===== src/rtl/alc_pkg.sv =====
`default_nettype none

package alc_pkg;

    typedef enum logic [3:0] {
        CMD_PUSH_BACK  = 4'd0,
        CMD_PUSH_FRONT = 4'd1,
        CMD_POP_BACK   = 4'd2,
        CMD_POP_FRONT  = 4'd3,
        CMD_INSERT     = 4'd4,
        CMD_ERASE      = 4'd5,
        CMD_FIND       = 4'd6,
        CMD_MODIFY     = 4'd7,
        CMD_READ       = 4'd8
    } cmd_e_t;

    typedef enum logic [2:0] {
        ST_OK       = 3'd0,
        ST_FULL     = 3'd1,
        ST_EMPTY    = 3'd2,
        ST_RANGE    = 3'd3,
        ST_NOTFOUND = 3'd4
    } status_e_t;

    typedef enum logic [1:0] {
        CM_HOLD       = 2'd0,
        CM_LOAD       = 2'd1,
        CM_SHIFT_UP   = 2'd2,
        CM_SHIFT_DOWN = 2'd3
    } cell_mode_t;

    typedef struct packed {
        logic [3:0]          command;
        logic [7:0]          position;
        logic signed [31:0]  value;
    } cmd_word_t;

    typedef struct packed {
        logic [2:0]          status;
        logic [7:0]          found_index;
        logic signed [31:0]  read_value;
        logic [8:0]          entry_count;
    } rsp_word_t;

    typedef struct packed {
        cell_mode_t   mode;
        logic [31:0]  value;
    } cell_wr_t;

    typedef struct packed {
        logic         find;
        logic [31:0]  value;
    } scan_query_t;

    typedef struct packed {
        logic         hit;
        logic [31:0]  data;
    } scan_carry_t;

endpackage

`default_nettype wire


===== src/rtl/alc_cell.sv =====
`default_nettype none

module alc_cell #(
    parameter int IDX = 0,
    parameter int IW  = 8,
    parameter int CW  = 9
) (
    input  logic                  clk,
    input  logic                  rst_n,
    input  alc_pkg::cell_wr_t     wr,
    input  logic [IW-1:0]         wr_pos,
    input  alc_pkg::scan_query_t  query,
    input  logic [IW-1:0]         query_pos,
    input  logic [CW-1:0]         count,
    input  logic [31:0]           left_data,
    input  logic [31:0]           right_data,
    input  alc_pkg::scan_carry_t  carry_in,
    output logic [31:0]           data,
    output alc_pkg::scan_carry_t  carry_out
);

    localparam logic [IW-1:0] MY_POS = IW'(IDX);
    localparam logic [CW-1:0] MY_CNT = CW'(IDX);

    logic [31:0]           entry_reg;
    logic [31:0]           entry_next;
    alc_pkg::scan_carry_t  carry_reg;
    alc_pkg::scan_carry_t  carry_next;
    logic                  at_wr;
    logic                  above_wr;
    logic                  hit_here;

    assign at_wr    = (MY_POS == wr_pos);
    assign above_wr = (MY_POS > wr_pos);

    always_comb
    begin
        entry_next = entry_reg;
        case (wr.mode)
            alc_pkg::CM_HOLD:
            begin
                entry_next = entry_reg;
            end
            alc_pkg::CM_LOAD:
            begin
                if (at_wr)
                    entry_next = wr.value;
            end
            alc_pkg::CM_SHIFT_UP:
            begin
                if (at_wr)
                    entry_next = wr.value;
                else if (above_wr)
                    entry_next = left_data;
            end
            alc_pkg::CM_SHIFT_DOWN:
            begin
                if (at_wr || above_wr)
                    entry_next = right_data;
            end
            default:
            begin
                entry_next = entry_reg;
            end
        endcase
    end

    // first match wins, later cells pass it on
    assign hit_here = query.find ? ((query.value == entry_reg) && (MY_CNT < count))
                                 : (MY_POS == query_pos);

    always_comb
    begin
        carry_next = carry_in;
        if (!carry_in.hit && hit_here)
        begin
            carry_next.hit  = 1'b1;
            carry_next.data = query.find ? 32'(IDX) : entry_reg;
        end
    end

    always_ff @(posedge clk)
    begin
        entry_reg <= entry_next;
    end

    always_ff @(posedge clk or negedge rst_n)
    begin
        if (!rst_n)
            carry_reg <= '0;
        else
            carry_reg <= carry_next;
    end

    assign data      = entry_reg;
    assign carry_out = carry_reg;

endmodule

`default_nettype wire


===== config.mk =====
export PLATFORM = sky130hd
export DESIGN_NAME = alc_cell
export DESIGN_NICKNAME = d
export VERILOG_FILES = /design/src/rtl/alc_pkg.sv /design/src/rtl/alc_cell.sv
export SDC_FILE = /design/constraint.sdc
export NUM_CORES = 1
export LEC_CHECK = 0
export BUFFER_PORTS_ARGS = -buffer_cell sky130_fd_sc_hd__buf_2
export CAP_MARGIN = 10
export CORE_AREA = 2 2 99 101
export DETAILED_ROUTE_END_ITERATION = 6
export DIE_AREA = 0 0 101 103
export GPL_TIMING_DRIVEN = 1
export HOLD_SLACK_MARGIN = 0.08
export MAX_ROUTING_LAYER = met4
export PLACE_DENSITY = 0.79
export SLEW_MARGIN = 10
export SYNTH_ARGS = -nofsm -noshare
export SYNTH_HDL_FRONTEND = slang
export SYNTH_SLANG_ARGS = --single-unit

===== constraint.sdc =====
create_clock -name clk -period 3.6 [get_ports clk]
set_clock_uncertainty 0.15 [all_clocks]
set_input_delay 0.36 -clock clk [delete_from_list [all_inputs] [get_ports clk]]
set_output_delay 0.36 -clock clk [all_outputs]
set_load 0.05 [all_outputs]

==> tab_implementation.tex, run 1 <==
\begin{tabular}{lr}
\hline
Metric & Value \\
\hline
\multicolumn{2}{l}{\textbf{Die}} \\
\quad Initial standard-cell utilization of the core & 40.9\% \\
\quad Total die area & 10400 sq um \\
\quad Area of the core region & 9460 sq um \\
\quad Standard-cell rows & 36 \\
\quad Number of top-level design ports & 256 \\
\quad Die width & 101 um \\
\quad Die Height & 103 um \\
\multicolumn{2}{l}{\textbf{Drt}} \\
\quad Via/cell ratio & 5.70 \\
\quad Met3 Routed Length & 1.07 mm \\
\quad Wirelength per Cell & 18.2 um \\
\quad Vias after detailed routing & 4457 \\
\quad DRC marker count from the first detailed-route iteration & 214 \\
\quad Metal2 WL & 7.14 mm \\
\quad DRC errors left & 0 \\
\quad Pre-antenna DRT Iters & 5 \\
\quad Final WL & 14.2 mm \\
\quad Met1 layer wirelength in the final routing & 5.54 mm \\
\quad Final antenna-violating net count & 0 \\
\quad Uppermost layer routed & met4 \\
\multicolumn{2}{l}{\textbf{Worst setup path}} \\
\quad Worst Path Required & 3.65 ns \\
\quad Crit Path Category & flip-flop to flip-flop \\
\quad Reg-to-Reg Start & data[2] \\
\quad FF-to-FF End & carry\_out[5] \\
\quad Kind of launch point of the worst setup path & flip-flop \\
\quad Kind of end point of the critical path & flip-flop \\
\quad Length in cells of the worst reg-to-reg path & 6 \\
\quad Worst reg-to-reg setup slack & 0.98 ns \\
\quad Critical path peak fanout & 22 \\
\quad WP data arrival & 2.67 ns \\
\multicolumn{2}{l}{\textbf{Power and ir drop}} \\
\quad Pwr Density & 334 nW/um\^{}2 \\
\quad Highest ir drop seen on vdd & 0.137 mV \\
\quad Leakage power & 0.00241 uW \\
\multicolumn{2}{l}{\textbf{Global routing}} \\
\quad Aggregate global routing overflow & 0 \\
\quad GRT Total Usage & 27.0\% \\
\quad Via count of the first global-routing pass & 4111 \\
\quad Initial antenna violation count & 0 \\
\quad Global-route wire length before repair & 20.4 mm \\
\quad Largest net degree at the start of global routing & 51 \\
\multicolumn{2}{l}{\textbf{Clock network}} \\
\quad Total of hold buffers inserted after clock tree synthesis & 1 \\
\quad Number of buffers added for setup after CTS & 0 \\
\quad Clock tree from TritonCTS & built \\
\quad Clock latency on the worst-skew pair & 0.35 ns \\
\quad Root buffer cell & clkbuf\_8 \\
\quad CTS H-tree depth & 3 \\
\quad Maximum root-to-sink buffer count & 2 \\
\quad Worst-path clk slew & 0.08 ns \\
\quad Total clock buffers created by CTS & 9 \\
\quad Clock sink count & 65 \\
\quad Post-cts sizing count & 0 \\
\multicolumn{2}{l}{\textbf{STA}} \\
\quad Period minus WS final & 2.62 ns \\
\quad Fmax & 382 MHz \\
\quad RSZ-0062 raised after global routing & false \\
\quad Hold Vio Cnt, Final & 0 \\
\quad Count of endpoints failing setup in the final report & 0 \\
\quad Transition time at the pin with the least slew margin & 0.898 ns \\
\quad Sum of negative setup slack & 0 ns \\
\quad Final slew viol count & 0 \\
\quad Post-route clock period utilization & 72.7\% \\
\quad Tightest slew margin relative to the limit & 40.1\% \\
\multicolumn{2}{l}{\textbf{Cells and area}} \\
\quad Number of filler cells placed in the layout & 873 \\
\quad Number of antenna cells inserted & 0 \\
\quad Post-layout instance count excluding filler cells & 782 \\
\quad Top library cells by usage in the layout, fill and taps aside & 255 x buf\_2, 64 x a21oi\_1, 36 x nand2\_1 \\
\quad Util after Layout & 57.2\% \\
\quad Sequential cell area & 1790 sq um \\
\quad Multi-input combinational cell area & 1920 sq um \\
\quad Syn-to-layout area delta & 40.1\% \\
\quad Net count of the finished layout & 854 \\
\quad Fraction of layout cells with a size suffix above 1 & 42.5\% \\
\quad Commonest non-fill, non-tap cell in the layout & buf\_2 \\
\multicolumn{2}{l}{\textbf{Status}} \\
\quad Result of the run & finished clean \\
\multicolumn{2}{l}{\textbf{Min path}} \\
\quad Worst Hold Depth & 3 \\
\quad Endpoint of the worst hold path & carry\_out[2] \\
\quad Beginning of the worst hold path & carry\_in[2] \\
\quad Hold Path Class & input port to flip-flop \\
\multicolumn{2}{l}{\textbf{Placed design}} \\
\quad HPWL after DPL & 11.1 mm \\
\quad Number of buffers inserted by port buffering & 255 \\
\quad Instance count after placement with tap cells included & 765 \\
\quad Routability congestion estimate from global placement & 0.931 \\
\multicolumn{2}{l}{\textbf{Logic synthesis}} \\
\quad Post-synthesis sequential element count & 65 \\
\quad Number of warnings reported in the yosys synthesis log & 0 \\
\quad Number of library cell types mapped by synthesis & 26 \\
\quad Net count after synthesis & 616 \\
\quad Mapped Area & 3860 sq um \\
\quad Cell count after synthesis & 425 \\
\quad Sequential element share of the synthesized area & 46.2\% \\
\quad Syn avg cell area & 9.09 sq um \\
\multicolumn{2}{l}{\textbf{Flow run}} \\
\quad Maximum Capacitance Violations & 0 \\
\hline
\end{tabular}
per-stage QoR:
stage	total power [uW]	hold slack [ns]	instance area (sq um)	setup WS, ns
after floorplan	1030	-0.0856	3860	0.922
after global placement	1200	0.307	5220	1.09
after detailed placement	1210	0.314	5220	1.01
after CTS	1820	0.124	5410	0.986
after global routing	1880	0.146	5410	0.858
final	1810	0.137	5410	0.984
registers in the layout, indices dropped and copies added, names as in the netlist:
name and cells:
carry_out 33, data 32
final cells by class:
type                    count  share of cell area [%]
well taps                 114                    2.63
multi-input cells         318                    35.5
inverters                   2                   0.139
clock inverters             4                   0.809
clock buffers              12                    2.68
flip-flops and latches     65                    33.0
repair buffers            267                    25.3
synthesized netlist by cell type:
cell      number  area share (%)
nand3b_1       1            0.19
buf_2          8             1.0
or3_1          1            0.16
buf_1          4            0.39
nand2_1       36             3.5
a21oi_1       64             8.3
dfrtp_1       33              21
xnor2_1        4            0.91
buf_4          3            0.58
inv_1          2            0.19
nor4_2         2            0.65
nand3_1       34             4.4
o22ai_1       32             5.2
a2111o_1       1            0.29
o21a_1         1            0.19
clkbuf_1      25             2.4
edfxtp_1      32              25
xor2_1        27             6.1
nor2_1        36             3.5
o21ai_0        1            0.13
nor2_2         1            0.16
nor3_1         3            0.39
nand4_1        2            0.32
nor4_1         8             1.3
nor4b_1       32             7.3
o211ai_1      32             6.2
routing by layer:
metal / global-route usage (%) / vias up
li1: - / 2077
met1: 31.7 / 2058
met2: 45.0 / 277
met5: - / -
met4: 13.3 / 0
met3: 4.81 / 45
power breakdown:
group	leakage, uW	internal [uW]	switching, uW
Clock	0.0000978	335	278
Combinational	0.00168	151	233
Sequential	0.000630	804	6.96
how the worst max path moves through the flow:
stage              endpoint  depth (start not counted)       from
2_1_floorplan       data[0]                          3  wr_pos[1]
3_3_place_gp   carry_out[8]                          6    data[2]
3_5_place_dp   carry_out[5]                          6    data[2]
4_1_cts        carry_out[5]                          6    data[2]
5_1_grt        carry_out[5]                          6    data[2]
6_report       carry_out[5]                          6    data[2]
critical path, stage by stage (launching register included):
cell and delay, ns:
edfxtp_1 0.52, xor2_1 0.19, nor4_1 0.41, nand4_1 0.54, buf_4 0.42, nand3_1 0.11
o211ai_1 0.12
cells by family after synthesis:
logic type      after synthesis  synth area share, %
simple gates                156                 21.8
compound gates              131                 20.3
flops                        65                 46.2
buf+inv                      42                 4.63
xor+xnor                     31                 7.02
Note: power is estimated with default switching activity, not from simulation.
==> run 2, diff against run 1 <==
- CORE_AREA: 2 2 99 101 -> not set
- CORE_UTILIZATION: not set -> 38
- DIE_AREA: 0 0 101 103 -> not set
- PLACE_DENSITY: 0.79 -> 0.77
- clock period: 3.6 -> 2.25 ns (I/O delays scaled with it)
==> run 2 against run 1 <==
Effect of this change: final area grew 11%; critical path depth is the same; first-iteration DRC count shrank 1.9%; routed wire length grew 6.2%; sequential power grew 60%; die area grew 1.7%.
==> tab_implementation.tex, run 2 (synthesis gave the netlist of run 1 again) <==
\begin{tabular}{lr}
\hline
Metric & Value \\
\hline
\multicolumn{2}{l}{\textbf{Die}} \\
\quad Die width & 103 um (+1.8\%) \\
\quad Standard-cell rows & 36 (unchanged) \\
\quad Die Height & 103 um (-0.15\%) \\
\quad Area of the core region & 9820 sq um (+3.8\%) \\
\quad Number of top-level design ports & 256 (unchanged) \\
\quad Total die area & 10600 sq um (+1.7\%) \\
\quad Initial standard-cell utilization of the core & 39.4\% (-1.5 points) \\
\multicolumn{2}{l}{\textbf{Global routing}} \\
\quad Global-route wire length before repair & 21.9 mm (+7.4\%) \\
\quad Largest net degree at the start of global routing & 98 (+92\%) \\
\quad Initial antenna violation count & 1 (+1) \\
\quad Aggregate global routing overflow & 0 (unchanged) \\
\quad GRT Total Usage & 28.8\% (+1.8 points) \\
\quad Via count of the first global-routing pass & 4393 (+6.9\%) \\
\multicolumn{2}{l}{\textbf{Worst setup path}} \\
\quad Kind of end point of the critical path & flip-flop \\
\quad Critical path peak fanout & 32 (+45\%) \\
\quad Buffers \& Inverters on Critical Path & 1 (unchanged) \\
\quad Kind of launch point of the worst setup path & flip-flop \\
\quad Slowest cell on the critical path & edfxtp\_1 \\
\quad Crit Path Category & flip-flop to flip-flop \\
\quad Crit-path max cell delay & 0.53 ns (about the same) \\
\quad WP data arrival & 2.13 ns (-0.54 ns) \\
\quad Cell type group with the largest total delay on the critical path & simple AND/OR/NAND/NOR gates \\
\quad Critical-path cell list & xor2\_1 > nor4\_2 > nand4\_1 > nor2\_2 > buf\_12 > o211ai\_1 \\
\quad Worst Path Required & 2.31 ns (-1.34 ns) \\
\multicolumn{2}{l}{\textbf{STA}} \\
\quad Count of endpoints failing setup in the final report & 0 (unchanged) \\
\quad Post-route clock period utilization & 92.2\% (+20 points) \\
\quad Transition time at the pin with the least slew margin & 0.746 ns (-0.152 ns) \\
\quad Worst hold-check slack & 0.0983 ns (-0.0386 ns) \\
\quad Period minus WS final & 2.07 ns (-0.542 ns) \\
\quad RSZ-0062 raised after global routing & false \\
\quad Sum of negative setup slack & 0 ns (unchanged) \\
\quad Final slew viol count & 0 (unchanged) \\
\quad Hold Vio Cnt, Final & 0 (unchanged) \\
\quad Fmax & 482 MHz (+26\%) \\
\quad Tightest slew margin relative to the limit & 50.3\% (+10 points) \\
\multicolumn{2}{l}{\textbf{Drt}} \\
\quad Pre-antenna DRT Iters & 5 (unchanged) \\
\quad Final WL & 15.1 mm (+6.2\%) \\
\quad Via/cell ratio & 5.48 (-3.9\%) \\
\quad Wirelength per Cell & 17.8 um (-2.3\%) \\
\quad Vias after detailed routing & 4656 (+4.5\%) \\
\quad DRC marker count from the first detailed-route iteration & 210 (-1.9\%) \\
\quad Final antenna-violating net count & 0 (unchanged) \\
\quad DRC errors left & 0 (unchanged) \\
\multicolumn{2}{l}{\textbf{Cells and area}} \\
\quad Commonest non-fill, non-tap cell in the layout & buf\_2 \\
\quad Flip-flop count of the largest register after layout & 33 (unchanged) \\
\quad Multi-input combinational cell area & 1930 sq um (+0.65\%) \\
\quad Fraction of layout cells with a size suffix above 1 & 40.5\% (-2.0 points) \\
\quad Number of filler cells placed in the layout & 895 (+2.5\%) \\
\quad Top library cells by usage in the layout, fill and taps aside & 255 x buf\_2, 64 x a21oi\_1, 46 x dlygate4sd3\_1 \\
\quad Syn-to-layout area delta & 55.6\% \\
\quad Net count of the finished layout & 902 (+5.6\%) \\
\quad Sequential cell area & 1790 sq um (unchanged) \\
\quad Util after Layout & 61.2\% (+4.0 points) \\
\quad Final Cell Area & 6010 sq um (+11\%) \\
\quad Post-layout instance count excluding filler cells & 850 (+8.7\%) \\
\multicolumn{2}{l}{\textbf{Placed design}} \\
\quad HPWL after DPL & 11.1 mm (-0.16\%) \\
\quad Number of buffers inserted by port buffering & 255 (unchanged) \\
\quad Instance count after placement with tap cells included & 787 (+2.9\%) \\
\quad Routability congestion estimate from global placement & 0.940 (+0.93\%) \\
\quad Placed standard-cell area & 5320 sq um (+2.1\%) \\
\multicolumn{2}{l}{\textbf{Clock network}} \\
\quad Clock latency on the worst-skew pair & 0.33 ns (-0.02 ns) \\
\quad Worst-path clk slew & 0.07 ns (about the same) \\
\quad Root buffer cell & clkbuf\_8 \\
\quad Clock sink count & 65 (unchanged) \\
\quad Number of buffers added for setup after CTS & 0 (unchanged) \\
\quad Total clock buffers created by CTS & 9 (unchanged) \\
\quad CTS H-tree depth & 3 (unchanged) \\
\quad Clock tree from TritonCTS & built \\
\quad Maximum root-to-sink buffer count & 2 (unchanged) \\
\multicolumn{2}{l}{\textbf{Status}} \\
\quad Result of the run & finished clean \\
\multicolumn{2}{l}{\textbf{Power and ir drop}} \\
\quad Leakage power & 0.00265 uW (+9.7\%) \\
\quad Pwr Density & 504 nW/um\^{}2 (+51\%) \\
\quad Highest ir drop seen on vdd & 0.380 mV (+180\%) \\
\multicolumn{2}{l}{\textbf{Min path}} \\
\quad Hold Path Class & input port to flip-flop \\
\multicolumn{2}{l}{\textbf{Flow run}} \\
\quad Maximum Capacitance Violations & 0 (unchanged) \\
\hline
\end{tabular}
-- run 2: cell count changes in the layout (fill, tap and decap cells not counted), moves of 2 or more --
| cell | change |
|---|---|
| nor4_2 | +2 |
| clkinv_2 | -2 |
| clkbuf_8 | +2 |
| dlygate4sd3_1 | +45 |
| buf_4 | -3 |
| nor4_1 | -2 |
| buf_12 | +5 |
-- run 2: where the power goes --
group	switching (uW)	internal, uW
logic	385	301
clock network	440	605
registers	12.2	1290
total	838	2190
-- run 2: layout make-up --
cell class | count | area share, %
Antenna cell | 1 | 0.0416
Timing Repair Buffer | 315 | 31.7
Sequential cell | 65 | 29.7
Multi-Input combinational cell | 318 | 32.1
Clock buffer | 14 | 2.87
Tap cell | 133 | 2.77
Inverter | 2 | 0.125
Clock inverter | 2 | 0.624
-- run 2: per-stage QoR --
step	setup slack, ns	power (uW)
CTS	0.0319	3040
floorplan	0.223	1650
finish	0.176	3030
detailed placement	0.0547	1940
global route	0.0565	3160
global placement	0.100	1920
-- run 2: path summary, 6_finish.rpt --
path / startpoint / end / slack [ns] / cells after the start
worst min-delay path: wr[2] / data[2] / 0.1 / 3
worst max register to register: data[6] / carry_out[16] / 0.18 / 6
max in group asynchronous: rst_n / carry_out[21] / 1.11 / 2
worst min register to register: data[28] / carry_out[28] / 0.67 / 3
min in group asynchronous: rst_n / carry_out[2] / 0.35 / 2
worst max-delay path: data[6] / carry_out[16] / 0.18 / 6
-- run 2: per-layer routing --
layer	share of wire (%)	GRT usage, %
met5	0	-
met1	38	34.3
met4	4.1	14.8
met3	7.8	5.08
met2	50	46.8
-- run 2: tightest hold or removal path, delay by kind of cell --
family	cells	cell delay, ns
AOI/OAI and AO/OA	1	0.12
buffers and inverters	1	0.08
and+or+nand+nor	1	0.03
-- run 2: what timing repair did --
item,CTS,global route
endpoints found under the hold margin,77,1
hold buffers,45,1
setup endpoints to repair,0,32
gates resized for setup,0,3
==> run 3, diff against run 2 <==
--- a/config.mk
+++ b/config.mk
@@ -6,12 +6,12 @@
 export NUM_CORES = 1
 export LEC_CHECK = 0
-export BUFFER_PORTS_ARGS = -buffer_cell sky130_fd_sc_hd__buf_2
 export CAP_MARGIN = 10
-export CORE_UTILIZATION = 38
+export CORE_AREA = 2 2 99 101
 export DETAILED_ROUTE_END_ITERATION = 6
+export DIE_AREA = 0 0 101 103
+export DONT_BUFFER_PORTS = 1
 export GPL_TIMING_DRIVEN = 1
 export HOLD_SLACK_MARGIN = 0.08
 export MAX_ROUTING_LAYER = met4
-export PLACE_DENSITY = 0.77
 export SLEW_MARGIN = 10
 export SYNTH_ARGS = -nofsm -noshare
==> constraint.sdc (replaced) <==
create_clock -name clk -period 1.9 [get_ports clk]
set_clock_uncertainty 0.15 [all_clocks]
set_input_delay 0.19 -clock clk [delete_from_list [all_inputs] [get_ports clk]]
set_output_delay 0.19 -clock clk [all_outputs]
set_load 0.1 [all_outputs]
==> run 3 against run 2 <==
Effect of this change: synthesized area unchanged; synthesized cell count did not move; the flow now stops in 4_1_cts.
==> tab_implementation.tex, run 3 <==
\begin{tabular}{lr}
\hline
Metric & Value \\
\hline
\multicolumn{2}{l}{\textbf{Status}} \\
\quad Last stage reached & 4\_1\_cts \\
\quad Result of the run & stopped before the end \\
\quad First error & [ERROR RSZ-0060] Max buffer count reached. \\
\multicolumn{2}{l}{\textbf{Die}} \\
\quad Die width & 101 um (-1.8\%) \\
\quad Die Height & 103 um (+0.15\%) \\
\quad Number of top-level design ports & 256 (unchanged) \\
\quad Standard-cell rows & 36 (unchanged) \\
\quad Initial standard-cell utilization of the core & 40.9\% (+1.5 points) \\
\multicolumn{2}{l}{\textbf{Clock network}} \\
\quad Root buffer cell & clkbuf\_8 \\
\quad Post-cts sizing count & 4 (+4) \\
\quad Clock sink count & 65 (unchanged) \\
\quad CTS H-tree depth & 3 (unchanged) \\
\quad Total clock buffers created by CTS & 9 (unchanged) \\
\quad Number of buffers added for setup after CTS & 1 (+1) \\
\quad Maximum root-to-sink buffer count & 2 (unchanged) \\
\quad Total of hold buffers inserted after clock tree synthesis & 121 (+170\%) \\
\multicolumn{2}{l}{\textbf{Logic synthesis}} \\
\quad Syn avg cell area & 9.09 sq um (unchanged) \\
\quad Synth top area share & 24.9\% (unchanged) \\
\quad Sequential element share of the synthesized area & 46.2\% (unchanged) \\
\quad Post-synthesis sequential element count & 65 (unchanged) \\
\quad Number of library cell types mapped by synthesis & 26 (unchanged) \\
\quad Cell types occupying the most area after synthesis & edfxtp\_1 25\%, dfrtp\_1 21\%, a21oi\_1 8.3\%, nor4b\_1 7.3\%, o211ai\_1 6.2\% \\
\quad Most numerous cell types in the synthesized netlist & 64 x a21oi\_1, 36 x nand2\_1, 36 x nor2\_1, 34 x nand3\_1, 33 x dfrtp\_1 \\
\quad Most used standard cell by instance count after synthesis & a21oi\_1 \\
\quad Cell count after synthesis & 425 (unchanged) \\
\quad Mapped Area & 3860 sq um (unchanged) \\
\quad Library cell occupying the most area in the post-synthesis netlist & edfxtp\_1 \\
\quad Number of flops mapped to enable cells by yosys & 32 (unchanged) \\
\quad Number of warnings reported in the yosys synthesis log & 0 (unchanged) \\
\quad Synth Flop Type & dfrtp\_1 \\
\quad Net count after synthesis & 616 (unchanged) \\
\quad Ys async rst share & 50.8\% (unchanged) \\
\multicolumn{2}{l}{\textbf{Placed design}} \\
\quad HPWL after DPL & 10.4 mm (-6.3\%) \\
\quad Routability congestion estimate from global placement & 0.839 (-11\%) \\
\quad Number of buffers inserted by port buffering & 0 (-100\%) \\
\hline
\end{tabular}
## run 3: cell counts after synthesis
Identical to the previous run, type by type.
## run 3: cell families after synthesis
logic type / after synthesis / share of synthesized area [%]
flip-flops: 65 / 46.2
buffers and inverters: 42 / 4.63
AO/OA/AOI/OAI: 131 / 20.3
AND/OR/NAND/NOR: 156 / 21.8
XOR/XNOR: 31 / 7.02
## run 3: metrics by stage
| step | area (sq um) | instances | TNS [ns] | utilization (%) | setup slack, ns |
|---|---|---|---|---|---|
| after floorplan | 3880 | 425 | -12.30 | - | -0.393 |
| after global placement | 4570 | 585 | -10.60 | 48.3 | -0.337 |
| after detailed placement | 4570 | 585 | -10.74 | 48.3 | -0.355 |
==> run 4, diff against run 3 <==
- CORE_AREA: 2 2 99 101 -> not set
- CORE_UTILIZATION: not set -> 30
- DIE_AREA: 0 0 101 103 -> not set
- HOLD_SLACK_MARGIN: 0.08 -> not set
- MAX_ROUTING_LAYER: met4 -> not set
- PLACE_DENSITY_LB_ADDON: not set -> 0.15
- clock period: 1.9 -> 2.45 ns (I/O delays scaled with it)
==> run 4 against run 3 <==
Effect of this change: the flow now finishes without violations.
==> tab_implementation.tex, run 4 (synthesis gave the netlist of run 1 again) <==
\begin{tabular}{lr}
\hline
Metric & Value \\
\hline
\multicolumn{2}{l}{\textbf{Status}} \\
\quad Result of the run & finished clean \\
\multicolumn{2}{l}{\textbf{Clock network}} \\
\quad Total clock buffers created by CTS & 9 (unchanged) \\
\quad CTS H-tree depth & 3 (unchanged) \\
\quad Maximum root-to-sink buffer count & 2 (unchanged) \\
\quad Number of buffers added for setup after CTS & 0 (-1) \\
\quad Clock tree from TritonCTS & built \\
\quad Clock sink count & 65 (unchanged) \\
\quad Root buffer cell & clkbuf\_16 \\
\quad Clock latency on the worst-skew pair & 0.34 ns \\
\quad Worst-path clk slew & 0.05 ns \\
\multicolumn{2}{l}{\textbf{Worst setup path}} \\
\quad Crit Path Category & input port to flip-flop \\
\quad WP data arrival & 2.20 ns \\
\quad Kind of end point of the critical path & flip-flop \\
\quad Worst Path Required & 2.38 ns \\
\quad Length in cells of the worst reg-to-reg path & 6 \\
\quad Critical path peak fanout & 32 \\
\quad Worst reg-to-reg setup slack & 0.36 ns \\
\quad Kind of launch point of the worst setup path & input port \\
\multicolumn{2}{l}{\textbf{Die}} \\
\quad Die Height & 116 um (+12\%) \\
\quad Initial standard-cell utilization of the core & 30.8\% (-10 points) \\
\quad Area of the core region & 12600 sq um \\
\quad Number of top-level design ports & 256 (unchanged) \\
\quad Die width & 116 um (+14\%) \\
\quad Standard-cell rows & 41 (+14\%) \\
\quad Total die area & 13300 sq um \\
\multicolumn{2}{l}{\textbf{Placed design}} \\
\quad Instance count after placement with tap cells included & 601 (+2.7\%) \\
\quad Number of buffers inserted by port buffering & 0 (unchanged) \\
\quad Routability congestion estimate from global placement & 0.835 (-0.49\%) \\
\quad HPWL after DPL & 11.4 mm (+9.9\%) \\
\multicolumn{2}{l}{\textbf{Global routing}} \\
\quad Initial antenna violation count & 0 \\
\quad Global-route wire length before repair & 21.4 mm \\
\quad Largest net degree at the start of global routing & 41 \\
\quad Via count of the first global-routing pass & 3525 \\
\quad Aggregate global routing overflow & 0 \\
\quad GRT Total Usage & 22.7\% \\
\multicolumn{2}{l}{\textbf{STA}} \\
\quad Transition time at the pin with the least slew margin & 1.03 ns \\
\quad Count of endpoints failing setup in the final report & 0 \\
\quad Tightest slew margin relative to the limit & 31.2\% \\
\quad Final slew viol count & 0 \\
\quad RSZ-0062 raised after global routing & false \\
\quad Period minus WS final & 2.27 ns \\
\quad Sum of negative setup slack & 0 ns \\
\quad Post-route clock period utilization & 92.5\% \\
\quad Fmax & 441 MHz \\
\quad Hold Vio Cnt, Final & 0 \\
\multicolumn{2}{l}{\textbf{Cells and area}} \\
\quad Flip-flop count of the largest register after layout & 33 \\
\quad Top library cells by usage in the layout, fill and taps aside & 64 x a21oi\_1, 42 x buf\_4, 37 x dlygate4sd3\_1 \\
\quad Commonest non-fill, non-tap cell in the layout & a21oi\_1 \\
\quad Post-layout instance count excluding filler cells & 656 \\
\quad Syn-to-layout area delta & 28.3\% \\
\quad Net count of the finished layout & 670 \\
\quad Fraction of layout cells with a size suffix above 1 & 13.2\% \\
\quad Number of antenna cells inserted & 0 \\
\multicolumn{2}{l}{\textbf{Drt}} \\
\quad DRC marker count from the first detailed-route iteration & 268 \\
\quad Pre-antenna DRT Iters & 4 \\
\quad Final antenna-violating net count & 0 \\
\quad Via/cell ratio & 5.62 \\
\quad DRC errors left & 0 \\
\quad Final WL & 15.0 mm \\
\quad Vias after detailed routing & 3687 \\
\quad Wirelength per Cell & 22.8 um \\
\multicolumn{2}{l}{\textbf{Power and ir drop}} \\
\quad Leakage power & 0.00180 uW \\
\quad Highest ir drop seen on vdd & 0.255 mV \\
\quad Pwr Density & 581 nW/um\^{}2 \\
\multicolumn{2}{l}{\textbf{Min path}} \\
\quad Worst Hold Depth & 2 \\
\quad Hold Path Class & input port to flip-flop \\
\multicolumn{2}{l}{\textbf{Flow run}} \\
\quad Maximum Capacitance Violations & 0 \\
\hline
\end{tabular}
-- run 4: timing repair --
action / CTS / global route
resized for setup: 0 / 0
endpoints found under the hold margin: 98 / 0
hold buffers: 39 / 0
-- run 4: layout make-up --
class                   instances  area, sq um
flip-flops and latches         65         1790
well taps                     172          215
clock inverters                 7         37.5
repair buffers                 83          766
inverters                       2         7.51
multi-input cells             318         1920
clock buffers                   9          225
fillers                      1263         7610
-- run 4: worst max-delay path, stage by stage --
cell and delay [ns]:
dlygate4sd3_1 1.22, a21oi_1 0.14, dlygate4sd3_1 0.60
-- run 4: per-stage QoR --
step                      area (sq um)  utilization, %  total power, uW  hold slack (ns)  setup slack (ns)
after floorplan                   3870               -             1630           -0.201             0.147
after global placement            4280            34.1             1650           -0.200             0.335
after detailed placement          4280            34.1             1650           -0.199             0.298
after CTS                         4960            39.4             2910          0.00454             0.221
after global routing              4960            39.4             3010          0.00640            0.0247
final                             4960            39.4             2880           0.0115             0.184
-- run 4: per-layer routing --
| metal | vias up | share of wire (%) | track usage, % |
|---|---|---|---|
| met1 | 1733 | 41 | 27.7 |
| met4 | 0 | 3.1 | 10.2 |
| met3 | 31 | 8.4 | 8.00 |
| li1 | 1709 | - | - |
| met2 | 214 | 48 | 36.2 |
| met5 | - | 0 | 0 |
-- run 4: path summary, 6_finish.rpt --
| kind | start | to |
|---|---|---|
| min in group asynchronous | rst_n | carry_out[27] |
| hold reg to reg | data[5] | carry_out[32] |
| setup reg to reg | data[6] | carry_out[2] |
| hold / removal | wr[7] | data[7] |
| setup / recovery | wr[33] | data[18] |
| max in group asynchronous | rst_n | carry_out[16] |
-- run 4: power by group --
group / internal, uW / leakage [uW] / switching (uW)
registers: 1180 / 0.000630 / 221
clock network: 671 / 0.000128 / 485
logic: 145 / 0.00105 / 179
total: 2000 / 0.00180 / 885
